## src/btfw_pkg.sv

```systemverilog
// Shared constants, codes and types of the BMP threshold frame buffer writer.
package btfw_pkg;

  localparam int SCREEN_WIDTH  = 84;
  localparam int SCREEN_HEIGHT = 48;
  localparam int STORE_SIZE    = (SCREEN_WIDTH * SCREEN_HEIGHT) / 8;
  localparam int ADDR_W        = $clog2(STORE_SIZE);
  localparam int IDX_W         = $clog2(8 * SCREEN_WIDTH + 128);

  localparam logic [15:0] OFF_DATA_START = 16'd10;
  localparam logic [15:0] OFF_HEIGHT     = 16'd18;
  localparam logic [15:0] OFF_WIDTH      = 16'd22;
  localparam logic [15:0] OFFSET_MAX     = 16'hFFFF;
  localparam logic [7:0]  MIN_DATA_START = 8'd23;
  localparam logic [3:0]  THR_MAX        = 4'd14;

  localparam logic [1:0] REG_ORIGIN_COLUMN = 2'd0;
  localparam logic [1:0] REG_ORIGIN_ROW    = 2'd1;
  localparam logic [1:0] REG_THRESHOLD     = 2'd2;

  typedef enum logic [1:0] {
    MODE_FILE,
    MODE_READ,
    MODE_CLEAR,
    MODE_NONE
  } mode_t;

  typedef enum logic [1:0] {
    ST_DONE,
    ST_REJECT,
    ST_DRAWN,
    ST_SKIP
  } status_t;

  typedef enum logic [1:0] {
    PH_HEADER,
    PH_SEEK,
    PH_PIXELS,
    PH_IDLE
  } phase_t;

  typedef enum logic [2:0] {
    S_CLEAR,
    S_IDLE,
    S_DECODE,
    S_PIX_RD0,
    S_PIX_WR0,
    S_PIX_WR1,
    S_FINISH
  } state_t;

  typedef struct packed {
    logic [1:0] mode;
    logic [7:0] byte_value;
    logic       start_of_file;
    logic [8:0] read_address;
  } request_t;

  typedef struct packed {
    logic [7:0] read_data;
    logic [1:0] status;
  } result_t;

  typedef struct packed {
    logic latch;
    logic decode;
    logic rd_pix0;
    logic wr_pix0;
    logic wr_pix1;
    logic finish;
    logic clear_step;
  } ctrl_cmd_t;

  typedef struct packed {
    mode_t mode;
    logic  draw;
    logic  clear_last;
  } dp_status_t;

endpackage

```

## src/btfw_ctrl.sv

```systemverilog
// Controller state machine of the BMP threshold frame buffer writer.
module btfw_ctrl (
  input  logic                  clk,
  input  logic                  rst,
  input  logic                  start,
  input  btfw_pkg::dp_status_t  stat,
  output btfw_pkg::ctrl_cmd_t   cmd,
  output logic                  busy,
  output logic                  done
);

  btfw_pkg::state_t state;
  btfw_pkg::state_t state_next;

  always_ff @(posedge clk) begin
    if (rst) begin
      state <= btfw_pkg::S_CLEAR;
      done  <= 1'b0;
    end else begin
      state <= state_next;
      done  <= (state == btfw_pkg::S_FINISH);
    end
  end

  always_comb begin
    cmd        = '0;
    busy       = 1'b1;
    state_next = state;
    unique case (state)
      btfw_pkg::S_CLEAR: begin
        cmd.clear_step = 1'b1;
        if (stat.clear_last) begin
          state_next = btfw_pkg::S_IDLE;
        end
      end
      btfw_pkg::S_IDLE: begin
        busy = 1'b0;
        if (start) begin
          cmd.latch  = 1'b1;
          state_next = btfw_pkg::S_DECODE;
        end
      end
      btfw_pkg::S_DECODE: begin
        cmd.decode = 1'b1;
        state_next = stat.draw ? btfw_pkg::S_PIX_RD0 : btfw_pkg::S_FINISH;
      end
      btfw_pkg::S_PIX_RD0: begin
        cmd.rd_pix0 = 1'b1;
        state_next  = btfw_pkg::S_PIX_WR0;
      end
      btfw_pkg::S_PIX_WR0: begin
        cmd.wr_pix0 = 1'b1;
        state_next  = btfw_pkg::S_PIX_WR1;
      end
      btfw_pkg::S_PIX_WR1: begin
        cmd.wr_pix1 = 1'b1;
        state_next  = btfw_pkg::S_FINISH;
      end
      btfw_pkg::S_FINISH: begin
        cmd.finish = 1'b1;
        state_next = (stat.mode == btfw_pkg::MODE_CLEAR) ? btfw_pkg::S_CLEAR
                                                         : btfw_pkg::S_IDLE;
      end
      default: begin
        state_next = btfw_pkg::S_IDLE;
      end
    endcase
  end

endmodule

```

## config.mk

```make
export PLATFORM = sky130hd
export DESIGN_NAME = btfw_ctrl
export DESIGN_NICKNAME = d
export VERILOG_FILES = /design/src/btfw_pkg.sv /design/src/btfw_ctrl.sv
export SDC_FILE = /design/constraint.sdc
export NUM_CORES = 1
export LEC_CHECK = 0
export ABC_AREA = 1
export BUFFER_PORTS_ARGS = -buffer_cell sky130_fd_sc_hd__buf_2
export CELL_PAD_IN_SITES_DETAIL_PLACEMENT = 1
export CELL_PAD_IN_SITES_GLOBAL_PLACEMENT = 2
export CORE_MARGIN = 2
export CORE_UTILIZATION = 18
export CTS_CLUSTER_DIAMETER = 100
export DETAILED_ROUTE_END_ITERATION = 10
export GPL_TIMING_DRIVEN = 0
export PLACE_DENSITY = 0.74
export SLEW_MARGIN = 25
export SYNTH_ARGS = -nofsm -noshare
export SYNTH_HDL_FRONTEND = slang
export SYNTH_SLANG_ARGS = --single-unit
```

## constraint.sdc

```tcl
create_clock -name clk -period 1.2 [get_ports clk]
set_input_delay 0.3 -clock clk [delete_from_list [all_inputs] [get_ports clk]]
set_output_delay 0.3 -clock clk [all_outputs]
set_load 0.02 [all_outputs]
```

==> metrics.csv <==
stage;metric;value;unit
finish;area_growth;102;%
yosys;ys_seq_elements;4;
yosys;yosysTopAreaCell;dfxtp_1;
yosys;ys_types;13;
setup_path;crit_type;reg2out;
finish;final_util;0.382;
power;combPwrFrac;0.586;
yosys;ys.flop_type;dfxtp_1;
floorplanning;dieArea;0.00190;mm²
cts;clock_path_buffers;2;
setup_path;crit_start;state[1];
cts;cts_sinks;4;
route;avgViaCountPerCell;4.28;
setup_path;critPathTopFamily;flip-flops;
timing;rsz0062_at_grt;true;
power;switching_share;0.446;
power;p_sw;454;µW
cts;ctsHoldBuffers;0;
route;route.vias.total;377;
placement;port_buffers;15;
power;p_int;564;µW
timing;fin_ws;-124;ps
global_routing;track_usage;0.112;
job;cap_violations;0;
placement;placed_area;389;µm²
placement;dp_hpwl;627;µm
cts;htreeDepth;1;
global_routing;grt_start_max_net_pins;7;
timing;setup_viol;8;
yosys;synth_area;282;µm²
yosys;synth_fp_nets;53;
route;wirelength;999;µm
setup_path;r2r_start;state[1];
cts;cts_tree;done;
timing;worst_slew_pin_slew;147;ps
finish;drive_above_1_share;0.694;
power;total_leakage_power;0.000292;µW
cts;cts_buffers;3;
yosys;synth-edff-count;0;
finish;seq_area;91.3;µm²
floorplanning;chipWidth;43.5;µm
yosys;async_flop_share;0;
global_routing;antenna_found_initial;0;
cts;clkLatencyLatePin;240;ps
finish;multi_input_area;213;µm²
power;p_clk_frac;0.172;
placement;gp_congestion;0.713;
setup_path;worstPathArrival;1020;ps
min_path;holdCritStartpoint;rst;
route;drc;0;
setup_path;path_cells;inv_4 > nor2_4 > nand2_4 > inv_2 > buf_6;
floorplanning;initial_utilization;0.189;
global_routing;grt_pass1_vias;355;
setup_path;cp_max_fo;6;
route;drtPass1Iterations;2;
finish;final_nets;81;
global_routing;grt_use_met3;0.0875;
yosys;synth_seq_area_share;0.284;
global_routing;grt_use_met1;0.104;
yosys;yosys_warnings;0;
route;wl_per_cell;11.4;µm
global_routing;grt_pass1_wl;1.48;mm
status;failed_checks;negative setup slack;
min_path;hold_class;in2reg;
cts;clk_pin_slew;40;ps
cts;root_buffer;clkbuf_4;
floorplanning;boundaryPins;16;
global_routing;grt-ovfl-total;0;
yosys;syn_area_per_cell;6.12;µm²
yosys;synth_top_area_frac;0.284;
status;outcome;finished, violations left;
floorplanning;core_area;0.00149;mm²
timing;drv_slew;0;
yosys;syn-instance-count;46;
timing;relSlewSlack;0.902;
yosys;synth_area_leaders;dfxtp_1, inv_1, nand2_1;
setup_path;cp_slowest_cell;dfxtp_4;
timing;post-route-min-period;1320;ps
yosys;synth_common_cells;inv_1, nand2_1, nor2_1;
power;p_seq_frac;0.242;
finish;finish.instance_area;569;µm²
timing;max_freq;0.755;GHz
setup_path;crit_buf_inv;3;
setup_path;critPathCaptureType;output port;
finish;num-fill-cells;191;
setup_path;cp-start-kind;register;
timing;min_period_over_period;1.10;
timing;finalHoldViolCount;0;
floorplanning;fp.dieH;43.5;µm
power;irDropWorstVdd;0.000631;V
timing;clock_skew;8.25;ps
finish;antenna_cells_inserted;0;
route;antenna_left;0;
route;drt_iter0_markers;4;
global_routing;grt.met2_usage;0.194;
setup_path;worstPathRequired;900;ps
floorplanning;row_count;14;
global_routing;grt_busiest_layer;met2;
setup_path;critPathMaxStageDelay;400;ps
power;p_per_area;1790;mW/mm²
through the flow:
step                      worst slack [ps]  std cells  total power (µW)  setup TNS (ps)  hold WS, ps
after global routing                  -194         88              1090           -1300          276
after detailed placement             -52.1         77               609           -52.1          524
after global placement               -63.6         77               608           -63.6          525
final                                 -124         88              1020            -733          267
after CTS                             -144         84               930            -816          264
after floorplan                       26.9         46               503               0          372
cells by family after synthesis:
family / Yosys count / synth area share
AOI/OAI and AO/OA: 3 / 0.0933
buffers and inverters: 11 / 0.147
DFF: 4 / 0.284
and+or+nand+nor: 28 / 0.476
sequential cells by signal, indices dropped and copies added (netlist names):
name,cells
done,1
state,3
cells in the final DEF, fill, tap and decap left out, types with 3 or more instances in the layout:
cell type / Yosys / routed
buf_2: 0 / 8
nor2_2: 4 / 4
buf_4: 0 / 10
dfxtp_4: 0 / 3
inv_1: 7 / 6
buf_6: 0 / 5
nand2_2: 3 / 4
clkbuf_4: 0 / 3
nand3_1: 4 / 3
nor2_4: 0 / 4
nand2_1: 7 / 5
nor2_1: 7 / 3
final cells by class:
type / count / share of cell area
multi-input cells: 31 / 0.374
well taps: 16 / 0.0352
inverters: 11 / 0.0901
clock buffers: 3 / 0.0396
repair buffers: 23 / 0.301
flip-flops and latches: 4 / 0.160
repair_timing:
item                                    4_1_cts  5_1_grt
resized for setup                            23       10
pin swaps                                     2        6
endpoints found under the setup margin        8        8
setup buffers                                 4        4
metal layers:
layer,vias to the layer above,wire length [µm],part of all wire
li1,193,-,-
met1,169,357,0.36
met4,0,8,0.0080
met5,-,0,0
met2,13,545,0.55
met3,2,88,0.088
power by group through the flow:
stage               logic [µW]  registers [µW]  clock network (µW)
floorplan                  307             196                   0
global placement           403             205                   0
detailed placement         405             204                   0
CTS                        518             232                 180
global route               645             254                 193
finish                     597             247                 175
worst paths after layout:
kind	endpoint	slack (ps)	cells after the start
max reg2reg	state[0]	20	8
min	state[2]	270	2
min reg2reg	done	580	2
max	cmd[5]	-120	5
Note: power is estimated with default switching activity, not from simulation.
